File: config.mk
export PLATFORM = sky130hd
export DESIGN_NAME = tfa_queue
export DESIGN_NICKNAME = d
export VERILOG_FILES = /design/src/sv/tfa_pkg.sv /design/src/sv/tfa_queue.sv
export SDC_FILE = /design/constraint.sdc
export NUM_CORES = 1
export LEC_CHECK = 0
export ABC_AREA = 1
export BUFFER_PORTS_ARGS = -buffer_cell sky130_fd_sc_hd__buf_4
export CAP_MARGIN = 20
export CELL_PAD_IN_SITES_DETAIL_PLACEMENT = 0
export CELL_PAD_IN_SITES_GLOBAL_PLACEMENT = 2
export CORE_AREA = 5 5 199 201
export CTS_CLUSTER_SIZE = 14
export DETAILED_ROUTE_END_ITERATION = 10
export DIE_AREA = 0 0 204 206
export GPL_TIMING_DRIVEN = 0
export PLACE_DENSITY_LB_ADDON = 0.1
export SYNTH_ARGS = -nofsm -noshare
export SYNTH_HDL_FRONTEND = slang
export SYNTH_SLANG_ARGS = --single-unit
File: constraint.sdc
create_clock -name clk_i -period 9.24 [get_ports clk_i]
set_input_delay 0.462 -clock clk_i [delete_from_list [all_inputs] [get_ports clk_i]]
set_output_delay 0.462 -clock clk_i [all_outputs]
set_load 0.03 [all_outputs]
File: src/sv/tfa_pkg.sv
`timescale 1ns / 1ps
`default_nettype none
package tfa_pkg;

  localparam int unsigned FACE_W = 16;
  localparam int unsigned VERT_W = 20;
  localparam int unsigned VCNT_W = 21;
  localparam int unsigned KEY_W  = 42;
  localparam int unsigned SLOT_W = 2;

  localparam logic [VCNT_W-1:0] VCNT_RESET = 21'h100000;
  localparam logic [63:0]       HASH_MULT  = 64'h9E3779B97F4A7C15;

  localparam logic [SLOT_W-1:0] SLOT_LO_MID = 2'd0;
  localparam logic [SLOT_W-1:0] SLOT_LO_HI  = 2'd1;
  localparam logic [SLOT_W-1:0] SLOT_MID_HI = 2'd2;

  typedef struct packed {
    logic [FACE_W-1:0] face_id;
    logic [VERT_W-1:0] corner_a;
    logic [VERT_W-1:0] corner_b;
    logic [VERT_W-1:0] corner_c;
  } face_req_t;

  typedef struct packed {
    logic [FACE_W-1:0] this_face;
    logic              hit_lo_mid;
    logic [FACE_W-1:0] nbr_lo_mid;
    logic [SLOT_W-1:0] nbr_slot_lo_mid;
    logic              hit_lo_hi;
    logic [FACE_W-1:0] nbr_lo_hi;
    logic [SLOT_W-1:0] nbr_slot_lo_hi;
    logic              hit_mid_hi;
    logic [FACE_W-1:0] nbr_mid_hi;
    logic [SLOT_W-1:0] nbr_slot_mid_hi;
    logic              table_overflow;
  } face_res_t;

  // front output: face and lo-mid, lo-hi, mid-hi edge keys
  typedef struct packed {
    logic [FACE_W-1:0]         face;
    logic [2:0][KEY_W-1:0]     key;
  } work_t;

  typedef struct packed {
    logic              valid;
    logic [KEY_W-1:0]  key;
    logic [FACE_W-1:0] face;
    logic [SLOT_W-1:0] slot;
  } entry_t;

  localparam int unsigned ENTRY_W = $bits(entry_t);

  typedef enum logic [2:0] {
    BK_CLEAR,
    BK_IDLE,
    BK_HASH,
    BK_INDEX,
    BK_READ,
    BK_CHECK
  } back_state_e;

endpackage
`default_nettype wire

File: src/sv/tfa_queue.sv
`timescale 1ns / 1ps
`default_nettype none
module tfa_queue (
  input  wire logic           clk_i,
  input  wire logic           rst_ni,
  input  wire logic           push_i,
  input  wire tfa_pkg::work_t data_i,
  input  wire logic           pop_i,
  output tfa_pkg::work_t      data_o,
  output logic                full_o,
  output logic                empty_o
);
  import tfa_pkg::*;

  work_t      buf_q [2];
  logic       wr_q, rd_q;
  logic [1:0] cnt_q;

  assign full_o  = (cnt_q == 2'd2);
  assign empty_o = (cnt_q == 2'd0);
  assign data_o  = buf_q[rd_q];

  always_ff @(posedge clk_i or negedge rst_ni) begin
    if (!rst_ni) begin
      wr_q  <= 1'b0;
      rd_q  <= 1'b0;
      cnt_q <= 2'd0;
    end else begin
      if (push_i) begin
        wr_q <= ~wr_q;
      end
      if (pop_i) begin
        rd_q <= ~rd_q;
      end
      cnt_q <= cnt_q + 2'(push_i) - 2'(pop_i);
    end
  end

  always_ff @(posedge clk_i) begin
    if (push_i) begin
      buf_q[wr_q] <= data_i;
    end
  end

endmodule
`default_nettype wire

==> impl_metrics.tcl <==
set metrics [dict create \
    syn_area_um2 11200 \
    final-seq-area_um2 8630 \
    leakagePower_nw 6.32 \
    power_switching_mw 2.07 \
    die_w_um 204 \
    slowest_delay_ns 0.37 \
    r2r_setup_slack_ns 7.01 \
    synth_top_cell_by_area "edfxtp_1" \
    multi_input_area_um2 1690 \
    rows 71 \
    combPwrFrac_pct 43.1 \
    grt_start_max_net_pins 73 \
    root_buffer "clkbuf_16" \
    grt_pass1_vias 6837 \
    grt_overflow 0 \
    grt.total_usage_pct 13.1 \
    port_buffers 289 \
    clock_latency_ns 0.52 \
    syn_nets 915 \
    ys_seq_elements 288 \
    routabilityCongestion 0.709 \
    fin_crit_ns 2.25 \
    wire_per_inst_um 17.1 \
    clockPowerShare_pct 23.4 \
    rr_endpoint "buf_q[0][89]" \
    rsz0062_at_grt "false" \
    ff2ff_path_depth 4 \
    cts_inserted_buffers 34 \
    cp.required_ns 8.78 \
    synth_cells 767 \
    final_common_cell "buf_4" \
    drt-vias-per-instance 4.06 \
    outcome "completed" \
    maxCapViolCount 0 \
    post-route-util_pct 40.6 \
    drive_gt1_share_pct 41.2 \
    ys_types 15 \
    critPathKind "reg -> out" \
    min_to "buf_q[1][3]" \
    startpoint_type "register" \
    dp_hpwl_um 19700 \
    antenna_found_initial 2 \
    power.internal_mw 3.26 \
    drt_iter0_markers 265 \
    hp-class "in -> reg" \
    whs_ns 0.125 \
    wl_um 28000 \
    clk_pin_slew_ns 0.06 \
    ir_drop_uv 160 \
    clock-sinks 288 \
    pwr-share-seq_pct 33.5 \
    avgSynthCellArea_um2 14.6 \
    hold_depth 1 \
    io_pins 290 \
    vias 6639 \
    clockBufferDepth 3 \
    synth_area_leaders "edfxtp_1, o21ai_2, inv_1, nand2_1, buf_6" \
    dp_cells 1573 \
    cts_tree "done" \
    endpoint_kind "output port" \
    core-area_um2 37400 \
    worstHoldStart "data_i[3]" \
    critPathSlowestCell "clkbuf_1" \
    htree_levels 2 \
    initial_core_util_pct 29.9 \
    slew_headroom_pct 38.9 \
    setup_viol 0 \
    hold_viol 0 \
    synthToLayoutAreaGrowth_pct 35.9 \
    worst_slew_pin_slew_ns 0.914 \
    yosys.area.top_type_share_pct 76.4 \
    antenna_left 0 \
    final_cells 1635 \
    clock_skew_ns 0.0123 \
    worstPathArrival_ns 1.78 \
    maxSlewViolCount 0 \
    power-per-cell-area_nw_per_um2 351 \
    timing.rr.start "wr_q" \
    sw_frac_of_total_pct 38.8 \
    grt_first_pass_wirelength_um 41100 \
    yosysWarnings 0 \
    fp.dieH_um 206 \
    postCtsSetupBuffers 0 \
    fmax_ghz 0.445 \
    final_cell_mix "buf_4, edfxtp_1, inv_1, nand2_1, o21ai_2" \
    synth-seq-area-share_pct 77.3 \
    fillCellCount 3547 \
    fin_nets 1247 \
    drc 0 \
    dr.pass1.iters 4 \
    crit_fanout 10 \
    die_area_um2 42000 \
    fin_crit_sh_pct 24.3 \
    worstPathCellList "buf_6, clkbuf_1, o21ai_0, buf_4" \
]
## how the worst max path moves through the flow
stage	cells past startpoint	to	start	slack [ns]
2_1_floorplan	2	buf_q[0][0]	push_i	2.15
3_3_place_gp	3	buf_q[0][66]	push_i	-2.71
3_5_place_dp	6	buf_q[0][76]	push_i	6.79
4_1_cts	4	data_o[4]	rd_q	6.90
5_1_grt	4	data_o[4]	rd_q	6.79
6_report	4	data_o[18]	rd_q	6.99
## area by class of cell
type / instances / area share [%]
antenna: 1 / 0.0165
buffer: 32 / 1.99
clock buffer: 50 / 6.42
clock inverter: 10 / 0.453
inverter: 149 / 3.74
multi-input combinational: 298 / 11.1
sequential: 288 / 56.9
tap: 511 / 4.21
timing repair buffer: 296 / 15.2
## logic make-up after synthesis
| group | Yosys count | synth area share (%) |
|---|---|---|
| flops | 288 | 77.3 |
| buf+inv | 181 | 7.71 |
| simple gates | 152 | 5.12 |
| compound gates | 142 | 9.52 |
| xor+xnor | 2 | 0.157 |
| fa+ha+maj | 2 | 0.224 |
## metrics by stage
step	instance area [µm²]	power, mW	setup slack [ns]	setup TNS [ns]
global placement	14000	4.23	-2.71	-381.10
global route	15200	5.64	6.79	0
finish	15200	5.33	6.99	0
floorplan	11200	3.28	2.15	0
detailed placement	14100	4.18	6.79	0
CTS	15200	5.46	6.90	0
## timing repair
| item | 4_1_cts | 5_1_grt |
|---|---|---|
| hold buffers | 1 | 0 |
| hold endpoints to repair | 4 | 0 |
| resized for setup | 0 | 0 |
## power by group through the flow
| stage | clock network, mW | registers, mW | logic [mW] |
|---|---|---|---|
| after CTS | 1.30 | 1.78 | 2.38 |
| after floorplan | 0 | 1.85 | 1.43 |
| final | 1.25 | 1.78 | 2.30 |
| after detailed placement | 0 | 1.81 | 2.37 |
| after global placement | 0 | 1.90 | 2.33 |
| after global routing | 1.36 | 1.80 | 2.48 |
## state kept, by name, indices dropped and copies added (netlist names)
name / count
cnt_q: 2
buf_q: 284
wr_q: 1
rd_q: 1
## metal layers
layer,GRT usage [%],vias to the layer above,wire (µm)
met5,0,-,13
met4,3.61,2,444
met2,22.1,194,13900
met3,5.95,36,2670
li1,-,3269,-
met1,15.1,3138,11000
## cells in the mapped netlist
cell	number
buf_6	19
nand3_1	1
o21ai_1	21
edfxtp_1	284
dfrtp_1	4
nor2_1	3
clkbuf_1	2
o21ai_2	94
o21ai_0	27
nand2_1	148
xor2_1	2
buf_2	1
buf_4	10
inv_1	149
ha_1	2
## worst max-delay path, delay by kind of cell, from the launching register on
kind / cells / cell delay (ns)
flops: 1 / 0.34
compound gates: 1 / 0.22
buf+inv: 3 / 0.71
Note: power is estimated with default switching activity, not from simulation.
