## config.mk

```make
export PLATFORM = sky130hd
export DESIGN_NAME = tfa_front
export DESIGN_NICKNAME = d
export VERILOG_FILES = /design/src/sv/tfa_pkg.sv /design/src/sv/tfa_front.sv
export SDC_FILE = /design/constraint.sdc
export NUM_CORES = 2
export LEC_CHECK = 0
export BUFFER_PORTS_ARGS = -buffer_cell sky130_fd_sc_hd__buf_2
export CAP_MARGIN = 20
export CELL_PAD_IN_SITES_DETAIL_PLACEMENT = 0
export CELL_PAD_IN_SITES_GLOBAL_PLACEMENT = 1
export CORE_UTILIZATION = 54
export CTS_BUF_LIST = sky130_fd_sc_hd__clkbuf_16
export CTS_CLUSTER_DIAMETER = 120
export DETAILED_ROUTE_END_ITERATION = 8
export PLACE_DENSITY_LB_ADDON = 0.1
export SYNTH_ARGS = -nofsm -noshare
export SYNTH_HDL_FRONTEND = slang
export SYNTH_SLANG_ARGS = --single-unit
export TNS_END_PERCENT = 10
```

## constraint.sdc

```tcl
create_clock -name clk_i -period 18.4 [get_ports clk_i]
set_input_delay 1.84 -clock clk_i [delete_from_list [all_inputs] [get_ports clk_i]]
set_output_delay 1.84 -clock clk_i [all_outputs]
set_load 0.02 [all_outputs]
```

## src/sv/tfa_pkg.sv

```systemverilog
`timescale 1ns / 1ps
`default_nettype none
package tfa_pkg;

  localparam int unsigned FACE_W = 16;
  localparam int unsigned VERT_W = 20;
  localparam int unsigned VCNT_W = 21;
  localparam int unsigned KEY_W  = 42;
  localparam int unsigned SLOT_W = 2;

  localparam logic [VCNT_W-1:0] VCNT_RESET = 21'h100000;
  localparam logic [63:0]       HASH_MULT  = 64'h9E3779B97F4A7C15;

  localparam logic [SLOT_W-1:0] SLOT_LO_MID = 2'd0;
  localparam logic [SLOT_W-1:0] SLOT_LO_HI  = 2'd1;
  localparam logic [SLOT_W-1:0] SLOT_MID_HI = 2'd2;

  typedef struct packed {
    logic [FACE_W-1:0] face_id;
    logic [VERT_W-1:0] corner_a;
    logic [VERT_W-1:0] corner_b;
    logic [VERT_W-1:0] corner_c;
  } face_req_t;

  typedef struct packed {
    logic [FACE_W-1:0] this_face;
    logic              hit_lo_mid;
    logic [FACE_W-1:0] nbr_lo_mid;
    logic [SLOT_W-1:0] nbr_slot_lo_mid;
    logic              hit_lo_hi;
    logic [FACE_W-1:0] nbr_lo_hi;
    logic [SLOT_W-1:0] nbr_slot_lo_hi;
    logic              hit_mid_hi;
    logic [FACE_W-1:0] nbr_mid_hi;
    logic [SLOT_W-1:0] nbr_slot_mid_hi;
    logic              table_overflow;
  } face_res_t;

  // front output: face and lo-mid, lo-hi, mid-hi edge keys
  typedef struct packed {
    logic [FACE_W-1:0]         face;
    logic [2:0][KEY_W-1:0]     key;
  } work_t;

  typedef struct packed {
    logic              valid;
    logic [KEY_W-1:0]  key;
    logic [FACE_W-1:0] face;
    logic [SLOT_W-1:0] slot;
  } entry_t;

  localparam int unsigned ENTRY_W = $bits(entry_t);

  typedef enum logic [2:0] {
    BK_CLEAR,
    BK_IDLE,
    BK_HASH,
    BK_INDEX,
    BK_READ,
    BK_CHECK
  } back_state_e;

endpackage
`default_nettype wire

```

## src/sv/tfa_front.sv

```systemverilog
`timescale 1ns / 1ps
`default_nettype none
module tfa_front (
  input  wire logic                   clk_i,
  input  wire logic                   rst_ni,
  input  wire logic                   start_i,
  input  wire tfa_pkg::face_req_t     req_i,
  input  wire logic                   hold_i,
  input  wire logic                   cfg_we_i,
  input  wire logic [20:0]            cfg_data_i,
  input  wire logic                   q_full_i,
  output logic                        q_push_o,
  output tfa_pkg::work_t              q_data_o,
  output logic                        busy_o
);
  import tfa_pkg::*;

  logic              s1_v_q, s1_v_d, s2_v_q, s2_v_d;
  logic [VCNT_W-1:0] vcnt_q;
  logic [FACE_W-1:0] s1_face_q, s2_face_q;
  logic [VERT_W-1:0] lo_q, mid_q, hi_q;
  logic [VERT_W-1:0] a0, b0, a1, b1, lo_d, mid_d, hi_d;
  logic [2:0][KEY_W-1:0] key_q, key_d;
  logic [VCNT_W+VERT_W-1:0] m_lm, m_lh, m_mh;
  logic accept;

  assign busy_o = hold_i | s1_v_q | s2_v_q | q_full_i;
  assign accept = start_i & ~busy_o;

  // three-compare sort network
  always_comb begin
    a0 = (req_i.corner_a > req_i.corner_b) ? req_i.corner_b : req_i.corner_a;
    b0 = (req_i.corner_a > req_i.corner_b) ? req_i.corner_a : req_i.corner_b;
    a1 = (b0 > req_i.corner_c) ? req_i.corner_c : b0;
    hi_d = (b0 > req_i.corner_c) ? b0 : req_i.corner_c;
    b1 = a1;
    lo_d  = (a0 > b1) ? b1 : a0;
    mid_d = (a0 > b1) ? a0 : b1;
  end

  always_comb begin
    m_lm = vcnt_q * mid_q;
    m_lh = vcnt_q * hi_q;
    m_mh = vcnt_q * hi_q;
    key_d[0] = KEY_W'(m_lm) + KEY_W'(lo_q);
    key_d[1] = KEY_W'(m_lh) + KEY_W'(lo_q);
    key_d[2] = KEY_W'(m_mh) + KEY_W'(mid_q);
  end

  always_comb begin
    q_push_o = s2_v_q & ~q_full_i;
    s2_v_d = s2_v_q;
    s1_v_d = s1_v_q;
    if (q_push_o) begin
      s2_v_d = 1'b0;
    end
    if (s1_v_q && !s2_v_d) begin
      s2_v_d = 1'b1;
      s1_v_d = 1'b0;
    end
    if (accept) begin
      s1_v_d = 1'b1;
    end
  end

  assign q_data_o.face = s2_face_q;
  assign q_data_o.key  = key_q;

  always_ff @(posedge clk_i or negedge rst_ni) begin
    if (!rst_ni) begin
      s1_v_q <= 1'b0;
      s2_v_q <= 1'b0;
      vcnt_q <= VCNT_RESET;
    end else begin
      s1_v_q <= s1_v_d;
      s2_v_q <= s2_v_d;
      if (cfg_we_i) begin
        vcnt_q <= cfg_data_i;
      end
    end
  end

  always_ff @(posedge clk_i) begin
    if (accept) begin
      s1_face_q <= req_i.face_id;
      lo_q      <= lo_d;
      mid_q     <= mid_d;
      hi_q      <= hi_d;
    end
    if (s1_v_q && !s2_v_q) begin
      s2_face_q <= s1_face_q;
      key_q     <= key_d;
    end
  end

endmodule
`default_nettype wire

```

==> metrics <==
clock-pin slew on the worst setup and hold paths=0.06 ns; outcome=complete, no violations; synth warn=0; routability cong.=0.898; vias in the first global route=31,514; Clock Skew=0.0477 ns; # hold bufs at CTS=0; Die Y=282 µm; I/O Buffers=246; share of cells above drive strength 1=0.0924; Worst Tran Pin Value=1.05 ns; Yosys cell types=93; syn_area_per_cell=9.48 µm²; DR DRC count=0; Worst Path Arrival=9.90 ns; router iterations before antenna repair=5; gr ovfl total=0; critical path class=in -> reg; Crit. End Element=flip-flop; worst-path fanout max=36; Yosys top cell by area=fa_1; total number of vias=30,699; placed insts=5,577; syn_nets=5,665; Tcrit/Tclk final=0.523; antenna violations before repair=11; Async S/R FF share, synth=0.0954; most common cell in the netlist=inv_1; fin crit period=9.62 ns; Util after Layout=0.588; Post-layout nets=5,786; Worst Hold Class=reg -> reg; Setup Buffers After CTS=0; hpwl dp=90.3 mm; Setup TNS Final=0 ns; FP Rows=102; initial core utilization=0.545; startpoint types=primary input; Max-Slew Margin vs Limit=0.300; H-tree Lvls=2; GRT Resource Usage Total=0.297; clock root buffer=clkbuf_16; Syn Inst Count=4,455; CTS Buf Count=34; # IOs=247; Via density=5.44; post-DR wirelength/cell=20.0 µm; Synth top area share=0.331; top cells by count, synth=inv_1, fa_1, nand2_1; core area=77,500 µm²; post-CTS sizing=0; CTS tree=built; die area=79,300 µm²; mapped cell area=42,200 µm²; CTS Sinks=241; Slowest cell on crit path=a211oi_4; Post-synth EDFFs=218; synthesis-to-finish area growth=7.80%; final wirelength=113 mm; top_reg_cell synth=edfxtp_1; sequential cell area fraction in the yosys report=0.169; RSZ-0062 raised after global routing=false; Crit path largest cell delay=0.89 ns; Routed Antenna Nets=0; max cap viols=0; Synth area leaders=fa_1, edfxtp_1, ha_1; CP most frequent cell=a21o_1; Slew Limit Fails=0; endpoints failing hold=0; Post-Layout Cell Count=5,643; clock latency on the worst-skew pair=0.58 ns; Die W=282 µm; # setup viols final=0; Bufs on Longest Clock Path=3; Detailed Route Iter0 Violations=1,855; first-pass GRT wire length=179 mm; FMAX=104 MHz; Yosys reg bits=241; largest net degree at the start of global routing=78; Worst EP required=18.68 ns
layout by cell type, fill, tap and decap left out, types with 36 or more instances in the layout:
master    count
a21oi_1     110
o21ai_0      77
fa_1        699
xor2_1       52
mux2i_1      80
ha_1        408
a21o_1       71
nand3_1      50
xnor2_1      84
edfxtp_1    218
nor2b_1      36
buf_2       246
inv_1       883
o211ai_1     38
and2_1      362
buf_4        54
nand2_1     612
nor2_1       94
final timing paths:
| check | start | endpoint | slack [ns] | cells past startpoint |
|---|---|---|---|---|
| max | req_i[25] | mid_q[6] | 8.78 | 32 |
| min | s1_face_q[8] | s2_face_q[8] | 0.42 | 0 |
| max reg2reg | vcnt_q[6] | q_data_o[121] | 8.87 | 32 |
| min reg2reg | s1_face_q[8] | s2_face_q[8] | 0.42 | 0 |
| max in group asynchronous | rst_ni | vcnt_q[3] | 16.67 | 1 |
| min in group asynchronous | rst_ni | vcnt_q[11] | 1.28 | 1 |
cell families (layout without fill, tap and decap cells):
kind of cell | after synthesis | in the layout | share of synthesized area
xor gates and xnor gates | 139 | 139 | 0.0294
muxes | 103 | 103 | 0.0252
buffers and inverters | 1095 | 1242 | 0.0977
other | 0 | 1 | 0
and+or+nand+nor | 1303 | 1303 | 0.152
adders and majority gates | 1107 | 1107 | 0.452
DFF | 241 | 241 | 0.169
AOI/OAI and AO/OA | 467 | 467 | 0.0749
registers in the layout, indices dropped and copies added, names as in the netlist:
signal and count:
q_data_o 126, s1_v_q 1, s1_face_q 16, s2_v_q 1, s2_face_q 16, lo_q 20, hi_q 20, vcnt_q 21
mid_q 20
worst max-delay path, delay by kind of cell:
family / cells / cell delay, ns
adders and majority gates: 3 / 0.82
and+or+nand+nor: 7 / 1.30
AOI/OAI and AO/OA: 16 / 4.45
buffers and inverters: 4 / 0.95
muxes: 2 / 0.50
cell type report:
class                      count  area [µm²]
fill                        6939       31900
multi-input combinational   3119       31000
sequential                   241        7120
inverter                     877        3290
timing repair buffer         303        1700
tap                         1040        1300
clock buffer                  34         851
clock inverter                28         235
antenna                        1        2.50
routing by layer:
metal,vias up,wire [µm],global-route usage
met5,-,57,0
met4,8,2860,0.0737
met3,160,9570,0.0732
met2,928,50400,0.464
met1,15382,50000,0.414
li1,14221,-,-
per-stage QoR:
step / setup WS, ns / area, µm² / hold slack [ns]
floorplan: 10.23 / 42200 / 0.400
global placement: 8.23 / 44400 / 0.400
detailed placement: 8.14 / 44400 / 0.406
CTS: 8.67 / 45500 / 0.419
global route: 8.10 / 45500 / 0.420
finish: 8.78 / 45500 / 0.419
Power is not shown: default switching activity piles up to over one toggle a cycle in this logic, so the estimate is an artifact.
